File: src/hdl/fud_pkg.sv
// Shared types, constants and helper functions for the file URI percent decoder.
`timescale 1ns / 1ps

package fud_pkg;

   localparam int CHAR_W      = 8;
   localparam int KIND_W      = 2;
   localparam int MAX_RESULTS = 3;
   localparam int QUEUE_DEPTH = 4;
   localparam int RES_CNT_W   = 2;

   localparam logic [2:0] PREFIX_LEN = 3'd7;

   localparam logic [KIND_W-1:0] KIND_DATA   = 2'd0;
   localparam logic [KIND_W-1:0] KIND_EMPTY  = 2'd1;
   localparam logic [KIND_W-1:0] KIND_REJECT = 2'd2;

   localparam logic [CHAR_W-1:0] CHAR_PERCENT = 8'h25;

   typedef struct packed {
      logic [CHAR_W-1:0] char_out;
      logic [KIND_W-1:0] kind;
      logic              end_of_uri;
   } result_type;

   typedef struct packed {
      logic       is_hex;
      logic [3:0] value;
   } hex_type;

   // Expected scheme byte at each prefix position ("file://").
   function automatic logic [CHAR_W-1:0] prefix_char(input logic [2:0] pos);
      logic [CHAR_W-1:0] ch;
      case (pos)
         3'd0:    ch = 8'h66;
         3'd1:    ch = 8'h69;
         3'd2:    ch = 8'h6C;
         3'd3:    ch = 8'h65;
         3'd4:    ch = 8'h3A;
         3'd5:    ch = 8'h2F;
         3'd6:    ch = 8'h2F;
         default: ch = 8'h00;
      endcase
      return ch;
   endfunction

   function automatic hex_type hex_decode(input logic [CHAR_W-1:0] c);
      hex_type           h;
      logic [CHAR_W-1:0] diff;
      h    = '0;
      diff = '0;
      if (c inside {[8'h30:8'h39]}) begin
         diff = c - 8'h30;
         h.is_hex = 1'b1;
      end else if (c inside {[8'h61:8'h66]}) begin
         diff = c - 8'h57;
         h.is_hex = 1'b1;
      end else if (c inside {[8'h41:8'h46]}) begin
         diff = c - 8'h37;
         h.is_hex = 1'b1;
      end
      h.value = diff[3:0];
      return h;
   endfunction

   function automatic result_type make_result(input logic [CHAR_W-1:0] ch,
                                              input logic [KIND_W-1:0] kind,
                                              input logic              last);
      result_type r;
      r.char_out   = ch;
      r.kind       = kind;
      r.end_of_uri = last;
      return r;
   endfunction

endpackage

File: src/hdl/fud_decode.sv
// Prefix check and percent decode of one word, with the per-URI decode state.
`timescale 1ns / 1ps

module fud_decode (
   input  logic                        clock,
   input  logic                        reset,
   input  logic                        take,
   input  logic [fud_pkg::CHAR_W-1:0]  char_in,
   input  logic                        final_char,
   output logic [fud_pkg::RES_CNT_W-1:0] res_count,
   output fud_pkg::result_type         res [fud_pkg::MAX_RESULTS]
);

   localparam logic [1:0] PH_PLAIN   = 2'd0;
   localparam logic [1:0] PH_PERCENT = 2'd1;
   localparam logic [1:0] PH_DIGIT   = 2'd2;
   localparam logic [1:0] PH_SWALLOW = 2'd3;

   logic [2:0]                  pos_ff, pos_in;
   logic [1:0]                  phase_ff, phase_in;
   logic [fud_pkg::CHAR_W-1:0]  held_ff, held_in;

   always_comb begin
      logic [fud_pkg::RES_CNT_W-1:0] n;
      logic                          do_plain;
      fud_pkg::hex_type              hex_c;
      fud_pkg::hex_type              hex_h;

      n        = '0;
      do_plain = 1'b0;
      hex_c    = fud_pkg::hex_decode(char_in);
      hex_h    = fud_pkg::hex_decode(held_ff);
      pos_in   = pos_ff;
      phase_in = phase_ff;
      held_in  = held_ff;
      for (int i = 0; i < fud_pkg::MAX_RESULTS; i++) begin
         res[i] = '0;
      end

      if (phase_ff == PH_SWALLOW) begin
         // drop the rest of a rejected URI
      end else if (pos_ff != fud_pkg::PREFIX_LEN) begin
         if (char_in != fud_pkg::prefix_char(pos_ff)) begin
            res[n]   = fud_pkg::make_result('0, fud_pkg::KIND_REJECT, 1'b1);
            n        = n + 2'd1;
            phase_in = PH_SWALLOW;
         end else begin
            pos_in = pos_ff + 3'd1;
            if (final_char) begin
               res[n] = fud_pkg::make_result('0,
                  (pos_in == fud_pkg::PREFIX_LEN) ? fud_pkg::KIND_EMPTY
                                                  : fud_pkg::KIND_REJECT, 1'b1);
               n = n + 2'd1;
            end
         end
      end else begin
         case (phase_ff)
            PH_PLAIN: begin
               do_plain = 1'b1;
            end
            PH_PERCENT: begin
               if (hex_c.is_hex) begin
                  if (final_char) begin
                     res[n] = fud_pkg::make_result(fud_pkg::CHAR_PERCENT,
                                                   fud_pkg::KIND_DATA, 1'b0);
                     n = n + 2'd1;
                     res[n] = fud_pkg::make_result(char_in, fud_pkg::KIND_DATA, 1'b1);
                     n = n + 2'd1;
                  end else begin
                     held_in  = char_in;
                     phase_in = PH_DIGIT;
                  end
               end else begin
                  res[n] = fud_pkg::make_result(fud_pkg::CHAR_PERCENT,
                                                fud_pkg::KIND_DATA, 1'b0);
                  n = n + 2'd1;
                  do_plain = 1'b1;
               end
            end
            default: begin
               if (hex_c.is_hex && hex_h.is_hex) begin
                  res[n] = fud_pkg::make_result({hex_h.value, hex_c.value},
                                                fud_pkg::KIND_DATA, final_char);
                  n = n + 2'd1;
                  phase_in = PH_PLAIN;
                  held_in  = '0;
               end else begin
                  // broken pair: flush percent and held digit, then treat byte as plain
                  res[n] = fud_pkg::make_result(fud_pkg::CHAR_PERCENT,
                                                fud_pkg::KIND_DATA, 1'b0);
                  n = n + 2'd1;
                  res[n] = fud_pkg::make_result(held_ff, fud_pkg::KIND_DATA, 1'b0);
                  n = n + 2'd1;
                  held_in  = '0;
                  do_plain = 1'b1;
               end
            end
         endcase
      end

      if (do_plain) begin
         if (char_in == fud_pkg::CHAR_PERCENT) begin
            if (final_char) begin
               res[n] = fud_pkg::make_result(fud_pkg::CHAR_PERCENT,
                                             fud_pkg::KIND_DATA, 1'b1);
               n = n + 2'd1;
            end else begin
               phase_in = PH_PERCENT;
            end
         end else begin
            res[n] = fud_pkg::make_result(char_in, fud_pkg::KIND_DATA, final_char);
            n = n + 2'd1;
            phase_in = PH_PLAIN;
         end
      end

      if (final_char) begin
         pos_in   = '0;
         phase_in = PH_PLAIN;
         held_in  = '0;
      end

      res_count = n;
   end

   always_ff @(posedge clock) begin
      if (reset) begin
         pos_ff   <= '0;
         phase_ff <= PH_PLAIN;
         held_ff  <= '0;
      end else if (take) begin
         pos_ff   <= pos_in;
         phase_ff <= phase_in;
         held_ff  <= held_in;
      end
   end

endmodule

File: src/hdl/fud_queue.sv
// Result queue: takes up to three results a cycle, hands out one word a cycle while rsp_ready is high.
`timescale 1ns / 1ps

module fud_queue (
   input  logic                          clock,
   input  logic                          reset,
   input  logic [fud_pkg::RES_CNT_W-1:0] push_count,
   input  fud_pkg::result_type           push_res [fud_pkg::MAX_RESULTS],
   output logic                          room,
   output logic                          rsp_valid,
   input  logic                          rsp_ready,
   output fud_pkg::result_type           head
);

   localparam int PTR_W = $clog2(fud_pkg::QUEUE_DEPTH);
   localparam int CNT_W = $clog2(fud_pkg::QUEUE_DEPTH + 1);
   localparam logic [CNT_W-1:0] ROOM_LIMIT =
      CNT_W'(fud_pkg::QUEUE_DEPTH - fud_pkg::MAX_RESULTS);

   fud_pkg::result_type mem_ff [fud_pkg::QUEUE_DEPTH];
   logic [PTR_W-1:0]    wr_ptr_ff, wr_ptr_in;
   logic [PTR_W-1:0]    rd_ptr_ff, rd_ptr_in;
   logic [CNT_W-1:0]    count_ff, count_in;
   logic                pop;

   assign rsp_valid = (count_ff != '0);
   assign head      = mem_ff[rd_ptr_ff];
   assign pop       = rsp_valid && rsp_ready;

   // Leave space for a full burst of results after this cycle's pop.
   assign room      = (count_ff - CNT_W'(pop)) <= ROOM_LIMIT;

   assign wr_ptr_in = wr_ptr_ff + PTR_W'(push_count);
   assign rd_ptr_in = rd_ptr_ff + PTR_W'(pop);
   assign count_in  = count_ff + CNT_W'(push_count) - CNT_W'(pop);

   always_ff @(posedge clock) begin
      if (reset) begin
         wr_ptr_ff <= '0;
         rd_ptr_ff <= '0;
         count_ff  <= '0;
      end else begin
         wr_ptr_ff <= wr_ptr_in;
         rd_ptr_ff <= rd_ptr_in;
         count_ff  <= count_in;
      end
   end

   always_ff @(posedge clock) begin
      for (int i = 0; i < fud_pkg::MAX_RESULTS; i++) begin
         if (fud_pkg::RES_CNT_W'(i) < push_count) begin
            mem_ff[wr_ptr_ff + PTR_W'(i)] <= push_res[i];
         end
      end
   end

endmodule

File: src/hdl/file_uri_percent_decoder.sv
// A word accepted into the input register is decoded from it combinationally, and its
// results are written into the result queue when there is room, then shown on rsp_*.
// Throughput: one input word per cycle while the result queue has room; results leave the
// queue one per cycle while rsp_ready is high; a word with three results can stall input.
// Reset (synchronous, active high) empties the input register and result queue and
// clears prefix count, decode phase and held digit.
`timescale 1ns / 1ps

module file_uri_percent_decoder (
   input  logic                       clock,
   input  logic                       reset,
   input  logic                       req_valid,
   output logic                       req_ready,
   input  logic [fud_pkg::CHAR_W-1:0] req_char_in,
   input  logic                       req_final_char,
   output logic                       rsp_valid,
   input  logic                       rsp_ready,
   output logic [fud_pkg::CHAR_W-1:0] rsp_char_out,
   output logic [fud_pkg::KIND_W-1:0] rsp_kind,
   output logic                       rsp_end_of_uri
);

   logic                          in_valid_ff;
   logic [fud_pkg::CHAR_W-1:0]    in_char_ff;
   logic                          in_final_ff;
   logic                          take;
   logic                          room;
   logic [fud_pkg::RES_CNT_W-1:0] res_count;
   logic [fud_pkg::RES_CNT_W-1:0] push_count;
   fud_pkg::result_type           res [fud_pkg::MAX_RESULTS];
   fud_pkg::result_type           head;

   assign take       = in_valid_ff && room;
   assign req_ready  = !in_valid_ff || take;
   assign push_count = take ? res_count : '0;

   always_ff @(posedge clock) begin
      if (reset) begin
         in_valid_ff <= 1'b0;
      end else if (req_ready) begin
         in_valid_ff <= req_valid;
      end
   end

   always_ff @(posedge clock) begin
      if (req_valid && req_ready) begin
         in_char_ff  <= req_char_in;
         in_final_ff <= req_final_char;
      end
   end

   fud_decode u_decode (
      .clock      (clock),
      .reset      (reset),
      .take       (take),
      .char_in    (in_char_ff),
      .final_char (in_final_ff),
      .res_count  (res_count),
      .res        (res)
   );

   fud_queue u_queue (
      .clock      (clock),
      .reset      (reset),
      .push_count (push_count),
      .push_res   (res),
      .room       (room),
      .rsp_valid  (rsp_valid),
      .rsp_ready  (rsp_ready),
      .head       (head)
   );

   assign rsp_char_out   = head.char_out;
   assign rsp_kind       = head.kind;
   assign rsp_end_of_uri = head.end_of_uri;

endmodule

File: config.mk
export PLATFORM = sky130hd
export DESIGN_NAME = file_uri_percent_decoder
export DESIGN_NICKNAME = d
export VERILOG_FILES = /design/src/hdl/fud_pkg.sv /design/src/hdl/fud_decode.sv /design/src/hdl/fud_queue.sv /design/src/hdl/file_uri_percent_decoder.sv
export SDC_FILE = /design/constraint.sdc
export NUM_CORES = 1
export LEC_CHECK = 0
export ABC_AREA = 1
export BUFFER_PORTS_ARGS = -buffer_cell sky130_fd_sc_hd__clkbuf_2
export CAP_MARGIN = 20
export CORE_AREA = 2 2 102 104
export DETAILED_ROUTE_END_ITERATION = 10
export DIE_AREA = 0 0 104 106
export PLACE_DENSITY = 0.76
export SLEW_MARGIN = 20
export SYNTH_ARGS = -nofsm -noshare
export SYNTH_HDL_FRONTEND = slang
export SYNTH_SLANG_ARGS = --single-unit
File: constraint.sdc
create_clock -name clock -period 3.9 [get_ports clock]
set_input_delay 0.195 -clock clock [delete_from_list [all_inputs] [get_ports clock]]
set_output_delay 0.195 -clock clock [all_outputs]
set_load 0.005 [all_outputs]
Yosys cells after proc, flatten, opt, wreduce, memory -nomap -nowiden
Memories as Yosys holds them, arrays and structs flattened. A register that Yosys moved wholly into a read port is not among the register bits.
Cells that the tools add are included.
Widths: inputs -> output; s select.
Word-level totals
  register bits: 30
  output and inout port bits: 13
  bits in writable memories: 44
  memories kept: 1
Memories
  u_queue.mem_ff: depth 4, width 11, read ports 1, clocked after memory_dff 1, write ports 3, line fud_queue.sv:20  | fud_pkg::result_type mem_ff [fud_pkg::QUEUE_DEPTH];
Cells by class
  reductions and logical operators: 22
  bitwise operators: 4
  $add $sub $neg: 15
  order comparisons: 18
  equal/unequal tests: 21
  muxes and demuxes: 75
Operators with widths (count)
  $mux 33: 3
  $mux 11: 7
  $mux 8: 6
  $pmux 22 s2: 1
  $pmux 7 s6: 1
  $mux 2: 19
  $bwmux 33: 1
  $ge 8x7->1 const B: 4
  $le 8x7->1 const B: 4
  $mux 4: 6
  $demux 11 s2: 1
  $mux 22: 1
  $and 21x21->21: 1
  $not 21->21: 1
  $mux 20: 1
  $mux 1: 18
  $ge 8x6->1 const B: 2
  $le 8x6->1 const B: 2
  $pmux 8 s2: 1
  $sub 4x3->4 const B: 4
  $mux 3: 5
  $eq 3x3->1 const B: 4
  $or 12x12->12: 1
  $logic_and 1x1->1: 11
  40 further kinds: 50

Depth between registers and ports, before layout
  depth after elaboration: 20
  gate-level depth with buffers: 27
  gate-level depth less buffers: 27

Cells and area by module
Synthesis repeated with hierarchy kept, for this count alone.
Second synthesis, totals
  cells, all modules: 828
  area total of the unflattened synthesis: 5738.0 µm²
Modules (own cells, without submodules)
  fud_queue: cells each 471, times used 1, area an instance 3326.9 µm², seq. area each 1461.4 µm²
  fud_decode: cells each 336, times used 1, area an instance 2070.7 µm², seq. area each 260.2 µm²
  file_uri_percent_decoder: cells each 21, times used 1, area an instance 340.3 µm², seq. area each 290.3 µm²

Worst setup path after synthesis
Ideal clock, no wire load.
  path type: register to register
  start: reg in_char_ff[1] (netlist bit)
  end: mem u_queue.mem_ff[1][0] (netlist bit), enable pin
  library setup time: 394 ps
  cell stages (with the launch flop): 17
  data arrival time: 3261 ps
  path slack: 245 ps
  buffers on the path: 1
  clock period less this slack: 3655 ps
  required time: 3506 ps
  cells stage by stage: edfxtp_1 -> inv_1 -> ha_1 -> nand3b_1 -> nand3_1 -> nand2_4 -> nand3_4 -> buf_6 -> a31oi_4 -> nand2_2 -> ha_1 -> inv_1 -> nand4_1 -> nand3_4 -> nand2_1 -> nand2_1 -> o21ai_0
RTL lines
  start: declaration: line file_uri_percent_decoder.sv:24  | logic [fud_pkg::CHAR_W-1:0] in_char_ff;
  start signal: assignment: line file_uri_percent_decoder.sv:47  | in_char_ff <= req_char_in;
  end: declaration: line fud_queue.sv:20

Worst setup path after layout
  start: reg in_char_ff[0] (netlist bit)
  end: reg u_queue.count_ff[2]
Between the ends
  word-level cells in the longest chain between the ends: 17
  elaborated cells between the ends (all ways): 33
  classes of those cells: add/sub: 3; order compare: 6; eq/ne: 2; mux: 18; reduce/logical: 4
Ends and longest elaborated chain
  $ge 8x7->1 / $le 8x7->1 (equally long branches): line fud_pkg.sv:58  | end else if (c inside {[8'h41:8'h46]}) begin
  $logic_and 1x1->1: line fud_pkg.sv:58
  $mux 1: line fud_pkg.sv:58
  $mux 1: line fud_pkg.sv:55  | end else if (c inside {[8'h61:8'h66]}) begin
  $mux 1: line fud_pkg.sv:52  | if (c inside {[8'h30:8'h39]}) begin
  $logic_and 1x1->1: line fud_decode.sv:81  | if (hex_c.is_hex && hex_h.is_hex) begin
  $mux 2: line fud_decode.sv:81
  $pmux 2 s2: line fud_decode.sv:57  | case (phase_ff)
  $mux 2: line fud_decode.sv:42  | end else if (pos_ff != fud_pkg::PREFIX_LEN) begin
  $mux 2: line fud_decode.sv:40  | if (phase_ff == PH_SWALLOW) begin
  $add 2x1->2: line fud_decode.sv:106, fud_decode.sv:112
  $mux 2: line fud_decode.sv:103  | if (final_char) begin
  $mux 2: line fud_decode.sv:102  | if (char_in == fud_pkg::CHAR_PERCENT) begin
  $mux 2 *: line fud_decode.sv:101  | if (do_plain) begin
  $mux 2 *: line file_uri_percent_decoder.sv:35  | assign push_count = take ? res_count : '0;
  $add 3x2->3 *: line fud_queue.sv:35  | assign count_in = count_ff + CNT_W'(push_count) - CNT_W'(pop);
  $sub 3x1->3 *: line fud_queue.sv:35
  end signal: assignment: line fud_queue.sv:45  | count_ff <= count_in;
  end: declaration: line fud_queue.sv:23  | logic [CNT_W-1:0] count_ff, count_in;
Mark *: on every way between the ends. The rest lies on a longest branch, timed or not.
A chain may end at the register's enable or synchronous reset.

==> flow_summary.json <==
{
  "arrival_ps": 3840,
  "routed_wl_um": 14700,
  "post-route-period-util_pct": 92.8,
  "slew_headroom_pct": 39.6,
  "synth_ff_type": "edfxtp_1",
  "ys_seq_area_share_pct": 36.4,
  "placed_area_um2": 5810,
  "hp-class": "primary input to flop",
  "cts_buffers": 9,
  "slowest_stage": "edfxtp_1",
  "yosys.area.top_type_share_pct": 28.8,
  "p_per_area_nw_per_um2": 396,
  "worst_pin_slew_ps": 906,
  "synthesis.area_per_instance_um2": 6.97,
  "diodes": 0,
  "finalClockSkew_ps": 13.9,
  "grt_use_total_pct": 27.2,
  "crit_type": "flop to flop",
  "fmax_mhz": 276,
  "whs_endpoint": "in_char_ff[0]",
  "cp_num_buf_inv": 4,
  "routabilityCongestion": 0.978,
  "report.final.slew_viol_count": 0,
  "start_util_pct": 55.2,
  "synth_fp_nets": 828,
  "final_area_um2": 6070,
  "dp_cells": 946,
  "grt_max_degree": 25,
  "port_buffers": 25,
  "total_power_uw": 2410,
  "ys_seq_elements": 74,
  "clk_pin_slew_ps": 90,
  "antenna_found_initial": 0,
  "grt-ovfl-total": 0,
  "start_kind": "flop",
  "ant_nets": 0,
  "yosys.cell_types.count": 42,
  "grt_pass1_vias": 5086,
  "synth.top_cells.by_area": "edfxtp_1 (29%), nand2_1 (20%), dfxtp_1 (7.6%)",
  "finalSetupViolations": 0,
  "layout_min_cycle_time_ps": 3620,
  "chipWidth_um": 104,
  "fin_nets": 864,
  "hpwl_um": 11400,
  "worstPathCellList": "inv_1 > ha_1 > nand2_1 > nand3_2 > nand2_2 > nand2_4 > nand3_4 > a31oi_4 > nand2_2 > ha_1 > inv_1 > nand4_1 > nand3_4 > buf_4 > nand2_1 > nand2_1 > fa_1 > xor2_1 > inv_1 > nor2_1 > nor3_1",
  "yosys_warnings": 0,
  "cts_max_path_buffers": 2,
  "rr_startpoint": "in_char_ff[0]",
  "min_from": "req_char_in[0]",
  "drive_gt1_share_pct": 12.8,
  "ir_worst_vdd_v": 0.000241,
  "max_stage_delay_ps": 510,
  "hold_ws_ps": 12.2,
  "synth_area_leader_cell": "edfxtp_1",
  "ios": 26,
  "htree_levels": 3,
  "via_per_inst": 5.50,
  "num_rows": 37,
  "required_ps": 4120,
  "drtIter0Drc": 403,
  "syn2layout_area_growth_pct": 9.94,
  "final_hold_viol_count": 0,
  "dieArea_um2": 11000,
  "r2r-end": "u_queue.count_ff[2]",
  "cp-end-kind": "flop",
  "synth_edf_count": 53,
  "r2r_setup_slack_ps": 280,
  "synthesis.area_um2": 5520,
  "fillers": 905,
  "fin_cells": 969,
  "whs_path_depth": 1,
  "crit_family": "simple AND/OR/NAND/NOR gates",
  "status": "complete, no violations",
  "syn_inst": 792,
  "cts-root-buf": "clkbuf_8",
  "synthArstFlopShare_pct": 0,
  "clk_latency_ps": 350,
  "firstDrtPassIters": 5,
  "vias": 5330,
  "cap_violations": 0,
  "r2r_cells": 21,
  "cts_tree": "done",
  "leakage_uw": 0.00285,
  "drc": 0,
  "fp.dieH_um": 106,
  "grt_pass1_wl_um": 24200,
  "crit_cells": 21,
  "numClockSinks": 74,
  "wl_per_cell_um": 15.2,
  "coreArea_um2": 10000,
  "crit_path_max_fanout": 10
}
-- registers in the layout, indices dropped and copies added, names as in the netlist --
| signal | count |
|---|---|
| in_final_ff | 1 |
| u_queue.rd_ptr_ff | 2 |
| u_decode.phase_ff | 2 |
| u_queue.mem_ff | 44 |
| in_valid_ff | 1 |
| u_decode.held_ff | 8 |
| u_queue.wr_ptr_ff | 2 |
| u_queue.count_ff | 3 |
| u_decode.pos_ff | 3 |
| in_char_ff | 8 |
-- worst max-delay path by stage --
stage / startpoint / to / slack (ps)
after floorplan: in_char_ff[1] / u_queue.mem_ff[1][0] / 250
after global placement: u_decode.pos_ff[0] / u_queue.count_ff[2] / 360
after detailed placement: u_decode.pos_ff[0] / u_queue.count_ff[2] / 190
after CTS: u_decode.pos_ff[0] / u_queue.count_ff[2] / 170
after global routing: u_decode.pos_ff[0] / u_queue.count_ff[2] / -3
final: in_char_ff[0] / u_queue.count_ff[2] / 280
-- per-stage QoR --
step,TNS (ps),worst slack [ps],utilization [%]
6_report,0,280,60.7
5_1_grt,-3.08,-3.08,60.7
4_1_cts,0,166,60.0
3_5_place_dp,0,185,58.1
3_3_place_gp,0,362,58.1
2_1_floorplan,0,245,-
-- synthesized netlist by cell type, types with 9 or more instances --
cell,n
a21oi_1,29
clkbuf_1,11
dfxtp_1,21
edfxtp_1,53
ha_1,22
inv_1,79
nand2_1,290
nand2_2,9
nand3_1,48
nand4_1,10
nor2_1,75
o21ai_0,41
o21ai_1,11
o22ai_1,12
-- power by group --
| group | switching (µW) | internal [µW] |
|---|---|---|
| sequential | 107 | 939 |
| clock | 301 | 297 |
| combinational | 496 | 268 |
| total | 904 | 1500 |
-- cells by family (layout without fill, tap and decap cells) --
logic type | Yosys count | after routing | synth area share, %
flops | 74 | 74 | 36.4
fa+ha+maj | 23 | 23 | 5.35
compound gates | 111 | 111 | 11.6
simple gates | 464 | 464 | 36.9
xor+xnor | 7 | 7 | 1.11
buf+inv | 113 | 154 | 8.56
-- cell type report --
class	count	area, µm²	share of cell area [%]
clock buffer	10	128	2.10
clock inverter	6	66.3	1.09
inverter	90	343	5.64
multi-input combinational	605	3050	50.2
sequential	74	2010	33.2
tap	136	170	2.80
timing repair buffer	48	305	5.03
-- cell usage in the layout, fill, tap and decap left out, drive strengths merged, types with 20 or more instances in the layout --
cell type,n
clkbuf,35
ha,22
edfxtp,53
a21oi,30
inv,90
nor2,81
o21ai,52
dfxtp,21
nand3,56
buf,20
nand2,302
-- metal layers --
| layer | track usage (%) | wire (µm) | up-vias |
|---|---|---|---|
| met4 | 9.75 | 317 | 0 |
| met5 | 0 | 0 | - |
| met1 | 33.3 | 6300 | 2434 |
| li1 | - | - | 2648 |
| met3 | 3.86 | 761 | 29 |
| met2 | 49.0 | 7320 | 219 |
-- repair_timing --
item / in CTS / in global routing
hold buffers: 0 / 3
endpoints found under the hold margin: 0 / 3
setup buffers: 0 / 4
setup endpoints to repair: 0 / 22
resized for setup: 0 / 7
Power figures use the tool's default switching activity.
